## src/hw/rtl/firq_pkg.sv

```systemverilog
// Shared types and constants for the Q16 FIR filter.
package firq_pkg;

  localparam int MAX_TAPS  = 64;
  localparam int IDX_W     = $clog2(MAX_TAPS);
  localparam int CNT_W     = 7;
  localparam int DATA_W    = 16;
  localparam int ACC_W     = 32;
  localparam int OUT_SHIFT = 16;
  localparam int QDEPTH    = 2;
  localparam int QPTR_W    = $clog2(QDEPTH);
  localparam int QCNT_W    = $clog2(QDEPTH + 1);
  // Restoring reduction of the write position modulo the tap count.
  localparam int RED_STEPS = IDX_W;
  localparam int RED_W     = IDX_W + RED_STEPS;
  localparam int STEP_W    = $clog2(RED_STEPS);

  localparam logic OP_LOAD   = 1'b0;
  localparam logic OP_FILTER = 1'b1;

  typedef struct packed {
    logic                     op;
    logic [IDX_W-1:0]         idx;
    logic signed [DATA_W-1:0] value;
  } cmd_t;

endpackage

```

## src/hw/rtl/firq_front.sv

```systemverilog
// Input side: takes stream items, classifies them and queues commands for the engine.
module firq_front (
  input  logic               clk,
  input  logic               rst_n,
  input  logic               in_tvalid,
  output logic               in_tready,
  input  logic [39:0]        in_tdata,
  input  logic               in_tuser,
  output logic               cmd_valid,
  input  logic               cmd_ready,
  output firq_pkg::cmd_t     cmd
);

  firq_pkg::cmd_t                    q_r [firq_pkg::QDEPTH];
  logic [firq_pkg::QPTR_W-1:0]       wr_ptr_r, wr_ptr_nxt;
  logic [firq_pkg::QPTR_W-1:0]       rd_ptr_r, rd_ptr_nxt;
  logic [firq_pkg::QCNT_W-1:0]       count_r, count_nxt;
  firq_pkg::cmd_t                    in_cmd;
  logic                              push, pop;

  // A filter item carries the sample in the value slot, a load item the coefficient.
  always_comb begin
    in_cmd.op    = in_tuser;
    in_cmd.idx   = in_tdata[firq_pkg::IDX_W-1:0];
    in_cmd.value = (in_tuser == firq_pkg::OP_FILTER) ? in_tdata[37:22] : in_tdata[21:6];
  end

  assign in_tready = (count_r != firq_pkg::QCNT_W'(firq_pkg::QDEPTH));
  assign push      = in_tvalid && in_tready;
  assign cmd_valid = (count_r != '0);
  assign pop       = cmd_valid && cmd_ready;
  assign cmd       = q_r[rd_ptr_r];

  always_comb begin
    wr_ptr_nxt = push ? wr_ptr_r + 1'b1 : wr_ptr_r;
    rd_ptr_nxt = pop ? rd_ptr_r + 1'b1 : rd_ptr_r;
    count_nxt  = count_r;
    if (push && !pop) begin
      count_nxt = count_r + 1'b1;
    end else if (pop && !push) begin
      count_nxt = count_r - 1'b1;
    end
  end

  always_ff @(posedge clk) begin
    if (!rst_n) begin
      wr_ptr_r <= '0;
      rd_ptr_r <= '0;
      count_r  <= '0;
    end else begin
      wr_ptr_r <= wr_ptr_nxt;
      rd_ptr_r <= rd_ptr_nxt;
      count_r  <= count_nxt;
    end
  end

  always_ff @(posedge clk) begin
    if (push) begin
      q_r[wr_ptr_r] <= in_cmd;
    end
  end

endmodule

```

## src/hw/rtl/firq_back.sv

```systemverilog
// Engine: coefficient and history memories, multiply-accumulate sequencer and output register.
module firq_back (
  input  logic                        clk,
  input  logic                        rst_n,
  input  logic                        cmd_valid,
  output logic                        cmd_ready,
  input  firq_pkg::cmd_t              cmd,
  input  logic                        cfg_valid,
  output logic                        cfg_ready,
  input  logic [firq_pkg::CNT_W-1:0]  cfg_data,
  output logic                        out_tvalid,
  input  logic                        out_tready,
  output logic [15:0]                 out_tdata
);

  typedef enum logic [4:0] {
    ST_IDLE   = 5'b00001,
    ST_REDUCE = 5'b00010,
    ST_MAC    = 5'b00100,
    ST_DRAIN  = 5'b01000,
    ST_DONE   = 5'b10000
  } state_t;

  localparam int IW = firq_pkg::IDX_W;
  localparam int CW = firq_pkg::CNT_W;
  localparam int DW = firq_pkg::DATA_W;
  localparam int AW = firq_pkg::ACC_W;
  localparam int RW = firq_pkg::RED_W;

  state_t                     state_r, state_nxt;
  logic [CW-1:0]              tap_count_r, tap_count_nxt;
  logic [CW-1:0]              n_eff;
  logic [IW-1:0]              wp_r, wp_nxt;
  logic [IW-1:0]              k_r, k_nxt;
  logic [IW-1:0]              i_r, i_nxt;
  logic [firq_pkg::STEP_W-1:0] s_r, s_nxt;
  logic [AW-1:0]              acc_r, acc_nxt;
  logic                       v1_r, v2_r;
  logic                       out_valid_r, out_valid_nxt;
  logic [DW-1:0]              out_data_r;
  logic                       out_load;
  logic [firq_pkg::MAX_TAPS-1:0] hist_vld_r, hist_vld_nxt;

  logic signed [DW-1:0]       coeff_mem [firq_pkg::MAX_TAPS];
  logic signed [DW-1:0]       hist_mem  [firq_pkg::MAX_TAPS];
  logic signed [DW-1:0]       coeff_rd_r, hist_rd_r, hist_op;
  logic                       hist_ok_r;
  logic signed [AW-1:0]       prod_r;

  logic                       pop, hist_we, coeff_we, issue, last_tap;
  logic [RW-1:0]              red_div, k_ext;
  logic                       red_sub;
  logic [IW-1:0]              k_red, k_inc;

  function automatic logic [IW-1:0] step_back(input logic [IW-1:0] k,
                                              input logic [CW-1:0] n);
    logic [CW-1:0] nm1;
    nm1 = n - 1'b1;
    return (k == '0) ? nm1[IW-1:0] : k - 1'b1;
  endfunction

  // A tap count of zero behaves as one, anything above the table depth as the depth.
  always_comb begin
    if (tap_count_r == '0) begin
      n_eff = CW'(1);
    end else if (tap_count_r > CW'(firq_pkg::MAX_TAPS)) begin
      n_eff = CW'(firq_pkg::MAX_TAPS);
    end else begin
      n_eff = tap_count_r;
    end
  end

  assign cfg_ready = 1'b1;
  assign cmd_ready = (state_r == ST_IDLE);
  assign pop       = cmd_valid && cmd_ready;
  assign hist_we   = pop && (cmd.op == firq_pkg::OP_FILTER);
  assign coeff_we  = pop && (cmd.op == firq_pkg::OP_LOAD);
  assign issue     = (state_r == ST_MAC);
  assign last_tap  = ({1'b0, i_r} == n_eff - 1'b1);
  assign k_inc     = ({1'b0, k_r} + 1'b1 == n_eff) ? '0 : k_r + 1'b1;

  assign red_div = RW'(n_eff) << s_r;
  assign k_ext   = RW'(k_r);
  assign red_sub = (k_ext >= red_div);
  assign k_red   = red_sub ? k_r - red_div[IW-1:0] : k_r;

  assign out_load = (state_r == ST_DONE) && (!out_valid_r || out_tready);
  assign hist_op  = hist_ok_r ? hist_rd_r : '0;

  always_comb begin
    state_nxt     = state_r;
    tap_count_nxt = tap_count_r;
    wp_nxt        = wp_r;
    k_nxt         = k_r;
    i_nxt         = i_r;
    s_nxt         = s_r;
    acc_nxt       = acc_r;
    hist_vld_nxt  = hist_vld_r;
    out_valid_nxt = out_valid_r;

    if (cfg_valid && cfg_ready) begin
      tap_count_nxt = cfg_data;
    end
    if (hist_we) begin
      hist_vld_nxt[wp_r] = 1'b1;
    end
    if (v2_r) begin
      acc_nxt = acc_r + AW'(prod_r);
    end
    if (out_tready) begin
      out_valid_nxt = 1'b0;
    end
    if (out_load) begin
      out_valid_nxt = 1'b1;
    end

    unique case (state_r)
      ST_IDLE: begin
        if (hist_we) begin
          acc_nxt = '0;
          k_nxt   = wp_r;
          i_nxt   = '0;
          if ({1'b0, wp_r} < n_eff) begin
            wp_nxt    = step_back(wp_r, n_eff);
            state_nxt = ST_MAC;
          end else begin
            // Position left beyond a shrunken tap count: reduce it first.
            s_nxt     = firq_pkg::STEP_W'(firq_pkg::RED_STEPS - 1);
            state_nxt = ST_REDUCE;
          end
        end
      end
      ST_REDUCE: begin
        k_nxt = k_red;
        s_nxt = s_r - 1'b1;
        if (s_r == '0) begin
          wp_nxt    = step_back(k_red, n_eff);
          state_nxt = ST_MAC;
        end
      end
      ST_MAC: begin
        i_nxt = i_r + 1'b1;
        k_nxt = k_inc;
        if (last_tap) begin
          state_nxt = ST_DRAIN;
        end
      end
      ST_DRAIN: begin
        if (!v1_r && !v2_r) begin
          state_nxt = ST_DONE;
        end
      end
      ST_DONE: begin
        if (out_load) begin
          state_nxt = ST_IDLE;
        end
      end
      default: begin
        state_nxt = ST_IDLE;
      end
    endcase
  end

  always_ff @(posedge clk) begin
    if (!rst_n) begin
      state_r     <= ST_IDLE;
      tap_count_r <= CW'(firq_pkg::MAX_TAPS);
      wp_r        <= '0;
      hist_vld_r  <= '0;
      out_valid_r <= 1'b0;
      v1_r        <= 1'b0;
      v2_r        <= 1'b0;
    end else begin
      state_r     <= state_nxt;
      tap_count_r <= tap_count_nxt;
      wp_r        <= wp_nxt;
      hist_vld_r  <= hist_vld_nxt;
      out_valid_r <= out_valid_nxt;
      v1_r        <= issue;
      v2_r        <= v1_r;
    end
  end

  always_ff @(posedge clk) begin
    k_r   <= k_nxt;
    i_r   <= i_nxt;
    s_r   <= s_nxt;
    acc_r <= acc_nxt;
    if (v1_r) begin
      prod_r <= coeff_rd_r * hist_op;
    end
    if (out_load) begin
      out_data_r <= acc_r[firq_pkg::OUT_SHIFT +: DW];
    end
  end

  always_ff @(posedge clk) begin
    if (coeff_we) begin
      coeff_mem[cmd.idx] <= cmd.value;
    end
    if (issue) begin
      coeff_rd_r <= coeff_mem[i_r];
    end
  end

  always_ff @(posedge clk) begin
    if (hist_we) begin
      hist_mem[wp_r] <= cmd.value;
    end
    if (issue) begin
      hist_rd_r <= hist_mem[k_r];
      hist_ok_r <= hist_vld_r[k_r];
    end
  end

  assign out_tvalid = out_valid_r;
  assign out_tdata  = out_data_r;

endmodule

```

## src/hw/rtl/fir_filter_q16.sv

```systemverilog
// Top level of the direct-form FIR filter on signed 16-bit samples.
// Input stream: in_tuser selects the item kind; zero loads one coefficient,
// one filters one sample. in_tdata carries the coefficient index, the
// coefficient and the sample. Every sample transaction gives one result on
// the output stream; a load transaction gives none.
// cfg_data sets the number of taps in use (zero acts as one, above 64 as 64);
// it must be written by the user only while the filter is idle; the block
// does not enforce this, and it is always accepted. A load is taken in the
// idle state and leaves the engine idle. A sample passes through idle,
// the MAC state, where the single shared multiply-accumulate unit walks
// one tap per cycle over the n taps in use, then drain and done; after the
// tap count shrinks below the current history position, a reduce state
// first brings it into range. The engine takes no command until idle again.
// A two-entry command queue lets new items enter while the engine works.
// A result waits in the output register while out_tready is low; the engine
// finishes the next sample and then holds until that register frees.
// Reset (rst_n low, synchronous) clears the history, the position and the
// queue and sets the tap count to 64; coefficients must be loaded before use.
module fir_filter_q16 (
  input  logic        clk,
  input  logic        rst_n,
  input  logic        in_tvalid,
  output logic        in_tready,
  input  logic [39:0] in_tdata,   // coeff_index[5:0], coeff_value[21:6], sample[37:22], zero
  input  logic        in_tuser,   // opcode[0]
  output logic        out_tvalid,
  input  logic        out_tready,
  output logic [15:0] out_tdata,  // filtered[15:0]
  input  logic        cfg_valid,
  output logic        cfg_ready,
  input  logic [6:0]  cfg_data
);

  firq_pkg::cmd_t cmd;
  logic           cmd_valid;
  logic           cmd_ready;

  firq_front u_front (
    .clk       (clk),
    .rst_n     (rst_n),
    .in_tvalid (in_tvalid),
    .in_tready (in_tready),
    .in_tdata  (in_tdata),
    .in_tuser  (in_tuser),
    .cmd_valid (cmd_valid),
    .cmd_ready (cmd_ready),
    .cmd       (cmd)
  );

  firq_back u_back (
    .clk        (clk),
    .rst_n      (rst_n),
    .cmd_valid  (cmd_valid),
    .cmd_ready  (cmd_ready),
    .cmd        (cmd),
    .cfg_valid  (cfg_valid),
    .cfg_ready  (cfg_ready),
    .cfg_data   (cfg_data),
    .out_tvalid (out_tvalid),
    .out_tready (out_tready),
    .out_tdata  (out_tdata)
  );

endmodule

```

## config.mk

```make
export PLATFORM = sky130hd
export DESIGN_NAME = fir_filter_q16
export DESIGN_NICKNAME = d
export VERILOG_FILES = /design/src/hw/rtl/firq_pkg.sv /design/src/hw/rtl/firq_front.sv /design/src/hw/rtl/firq_back.sv /design/src/hw/rtl/fir_filter_q16.sv
export SDC_FILE = /design/constraint.sdc
export NUM_CORES = 2
export LEC_CHECK = 0
export BUFFER_PORTS_ARGS = -buffer_cell sky130_fd_sc_hd__buf_2
export CORE_MARGIN = 1
export CORE_UTILIZATION = 25
export CTS_BUF_LIST = sky130_fd_sc_hd__clkbuf_8
export DETAILED_ROUTE_END_ITERATION = 8
export GPL_TIMING_DRIVEN = 0
export SYNTH_ARGS = -nofsm -noshare
export SYNTH_HDL_FRONTEND = slang
export SYNTH_SLANG_ARGS = --single-unit
export TNS_END_PERCENT = 30
```

## constraint.sdc

```tcl
create_clock -name clk -period 12.69 [get_ports clk]
set_clock_uncertainty 0.1 [all_clocks]
set_input_delay 1.9035 -clock clk [delete_from_list [all_inputs] [get_ports clk]]
set_output_delay 1.9035 -clock clk [all_outputs]
set_load 0.05 [all_outputs]
```

==> results.sh <==
export IMPL_drv_cap=0
export IMPL_p_clk_share_pct=24.3
export IMPL_grt_max_degree=129
export IMPL_die_h_um=638
export IMPL_worst_path_buf_inv=5
export IMPL_post_cts_buffers=0
export IMPL_ir_drop_v=0.000205
export IMPL_rsz0062_at_grt="false"
export IMPL_switching_share_pct=35.0
export IMPL_switchingPower_mw=8.71
export IMPL_seq_area_frac_synth_pct=67.6
export IMPL_tightestPinTransition_ns=1.37
export IMPL_postSynthCellCount=5335
export IMPL_vias=52388
export IMPL_antenna_found_initial=17
export IMPL_p_leak_nw=38.5
export IMPL_fin_crit_ns=7.98
export IMPL_wl_per_cell_um=22.8
export IMPL_synth_top_area_share_pct=65.1
export IMPL_clk_pin_slew_ns=0.06
export IMPL_placed_cells=10768
export IMPL_intPower_mw=16.2
export IMPL_grt_overflow=0
export IMPL_rows=233
export IMPL_antenna_left=0
export IMPL_final_cells=11420
export IMPL_multi_input_area_um2=30900
export IMPL_first_global_vias=54870
export IMPL_ys_types=95
export IMPL_worstPathCellList="clkbuf_1 > clkbuf_1 > nand3_1 > fa_1 > inv_1 > fa_1 > fa_1 > fa_1 > fa_1 > inv_1 > fa_1 > inv_1 > ha_1 > a21o_1 > a21oi_1 > nor2_1 > a211o_1 > a311oi_2 > nand3_1 > a211oi_2 > nor4b_1 > or3_1"
export IMPL_timing_final_max_slew_violations=0
export IMPL_synth_area_leaders="edfxtp_1, mux4_2, fa_1, dfxtp_1, ha_1"
export IMPL_syn_nets=5785
export IMPL_final_nets=6290
export IMPL_setup_violations=0
export IMPL_hold_path_class="flip-flop to flip-flop"
export IMPL_worstSkewPairLatency_ns=1.01
export IMPL_final_util_pct=29.0
export IMPL_path_delay_family="adder cells"
export IMPL_via_per_inst=4.59
export IMPL_end_kind="flip-flop"
export IMPL_grt_pass1_wl_um=378000
export IMPL_clock_sinks=2312
export IMPL_power_density_nw_per_um2=213
export IMPL_initial_core_util_pct=25.1
export IMPL_drive_gt1_share_pct=25.8
export IMPL_synthArstFlopShare_pct=0
export IMPL_wl_um=261000
export IMPL_holdBufCountCts=0
export IMPL_cts_path_max_buffers=4
export IMPL_relSlewSlack_pct=8.55
export IMPL_critPathSlowestCell="fa_1"
export IMPL_dieArea_um2=406000
export IMPL_area_delta_synth_final_pct=15.5
export IMPL_drtIter0Drc=5080
export IMPL_crit_required_ns=13.27
export IMPL_yosysWarnings=0
export IMPL_cts_buffers=357
export IMPL_cts_htree_levels=5
export IMPL_cts_root_buf="clkbuf_8"
export IMPL_io_pins=72
export IMPL_seqPwrFrac_pct=38.0
export IMPL_crit_path_max_incr_delay_ns=0.88
export IMPL_grt_usage_pct=12.5
export IMPL_drc=0
export IMPL_drt_first_pass_iters=5
export IMPL_dpl_cell_area_um2=110000
export IMPL_crit_path_frequent_cell="fa_1"
export IMPL_place_gp_congestion=0.906
export IMPL_cts_resized=0
export IMPL_synth_area_um2=101000
export IMPL_ff_latch_area_um2=68200
export IMPL_synth_main_ff_cell="edfxtp_1"
export IMPL_pwr_share_comb_pct=37.7
export IMPL_critPathMaxFanout=10
export IMPL_crit_type="flip-flop to flip-flop"
export IMPL_period_share_pct=62.8
export IMPL_status="finished clean"
export IMPL_syn_avg_cell_area_um2=18.9
export IMPL_cts_tree="built"
export IMPL_setup_tns_final_ns=0
export IMPL_io_buffers=67
export IMPL_synth_top_cell_by_area="edfxtp_1"
export IMPL_final_cell_area_um2=117000
export IMPL_hold_viol_final=0
export IMPL_startpoint_type="flip-flop"
export IMPL_fmax_ghz=0.125
export IMPL_total_power_mw=24.9
export IMPL_ys_ff_latch=2312
export IMPL_nFillCells=39398
export IMPL_die_w_um=638
export IMPL_coreArea_um2=402000
export IMPL_dp_hpwl_um=180000
export IMPL_cp_arrival_ns=8.56
export IMPL_synth_enable_flop_cells=2190
-- power groups by stage --
stage,Combinational (mW),Clock (mW),Sequential [mW]
2_1_floorplan,6.14,0,9.56
3_3_place_gp,9.11,0,9.67
3_5_place_dp,9.45,0,9.59
4_1_cts,9.48,6.18,9.43
5_1_grt,10.2,6.50,9.45
6_report,9.39,6.04,9.44
-- cell type report --
class	count	area share (%)
antenna	6	0.0129
buffer	262	0.986
clock buffer	381	4.49
clock inverter	265	1.38
inverter	319	1.03
multi-input combinational	2442	26.5
sequential	2312	58.5
tap	5287	5.67
timing repair buffer	146	1.51
-- kinds of logic after synthesis --
group | after synthesis | share of synthesized area [%]
buffers and inverters | 581 | 2.32
flip-flops | 2312 | 67.6
AO/OA/AOI/OAI | 307 | 2.07
adder cells (fa/ha/maj) | 397 | 6.88
multiplexers | 768 | 16.2
other | 1 | 0.00371
XOR/XNOR | 83 | 0.720
AND/OR/NAND/NOR | 886 | 4.20
-- state kept, by name (all words and copies together) (netlist names), 6 cells and up, named ones only --
register	flops
u_back.tap_count_r	7
u_back.hist_mem	1024
u_back.hist_rd_r	16
u_back.wp_r	6
u_back.acc_r	32
u_back.i_r	6
u_back.out_tdata	16
u_front.q_r	46
u_back.coeff_mem	1024
u_back.hist_vld_r	64
u_back.coeff_rd_r	16
u_back.prod_r	32
u_back.k_r	6
-- metrics by stage --
stage          worst slack, ns  hold slack (ns)
6_report                  4.71            0.376
5_1_grt                   4.45            0.390
4_1_cts                   4.74            0.372
3_5_place_dp              4.71            0.358
3_3_place_gp              4.83            0.343
2_1_floorplan             5.89            0.326
-- metal layers --
metal	vias up	wire length (um)	track usage (%)
met5	-	69	0
met4	10	9790	4.72
met3	453	17300	2.17
met2	1942	127000	21.0
met1	27892	106000	16.2
li1	22091	-	-
-- path summary, 6_finish.rpt --
| path | start | end | slack, ns | cells past startpoint |
|---|---|---|---|---|
| max | u_back.hist_ok_r | u_back.prod_r[30] | 4.71 | 22 |
| min | u_back.hist_vld_r[2] | u_back.hist_vld_r[2] | 0.38 | 2 |
| max reg2reg | u_back.hist_ok_r | u_back.prod_r[30] | 4.71 | 22 |
| min reg2reg | u_back.hist_vld_r[2] | u_back.hist_vld_r[2] | 0.38 | 2 |
-- tightest hold or removal path: cells and delay by family, from the launching register on --
| family | cells | cell delay, ns |
|---|---|---|
| flops | 1 | 0.32 |
| simple gates | 2 | 0.12 |
-- synth_stat cells (all sizes together), types with 24 or more instances --
cell and n:
clkbuf 143, edfxtp 2190, and3 132, a21oi 83, mux2i 40, nor2 379
mux4 693, nor3 36, inv 319, xnor2 59, fa 264, dfxtp 122
nand2 179, nand3 46, o21ai 70, ha 133, buf 119, xor2 24
mux2 35, a21o 25
-- layout by cell type, fill, tap and decap left out, types with 20 or more instances in the layout --
cell      netlist  layout
edfxtp_1     2190    2190
mux4_2        693     693
inv_1         318     432
clkbuf_8        0     381
fa_1          264     264
nor2_1        349     244
nand2_1       178     178
clkbuf_1      143     142
ha_1          133     133
nor2_2         27     131
and3_1        130     130
dfxtp_1       122     121
buf_2          48     115
a21oi_1        80      80
clkinv_1        0      75
xnor2_1        59      59
buf_8           0      57
o21ai_0        55      55
buf_1          47      47
nand3_1        45      45
mux2i_1        39      39
clkinv_2        0      35
nor3_1         34      34
a21o_1         24      24
xor2_1         24      24
buf_4          20      20
(Power assumes the default switching activity.)
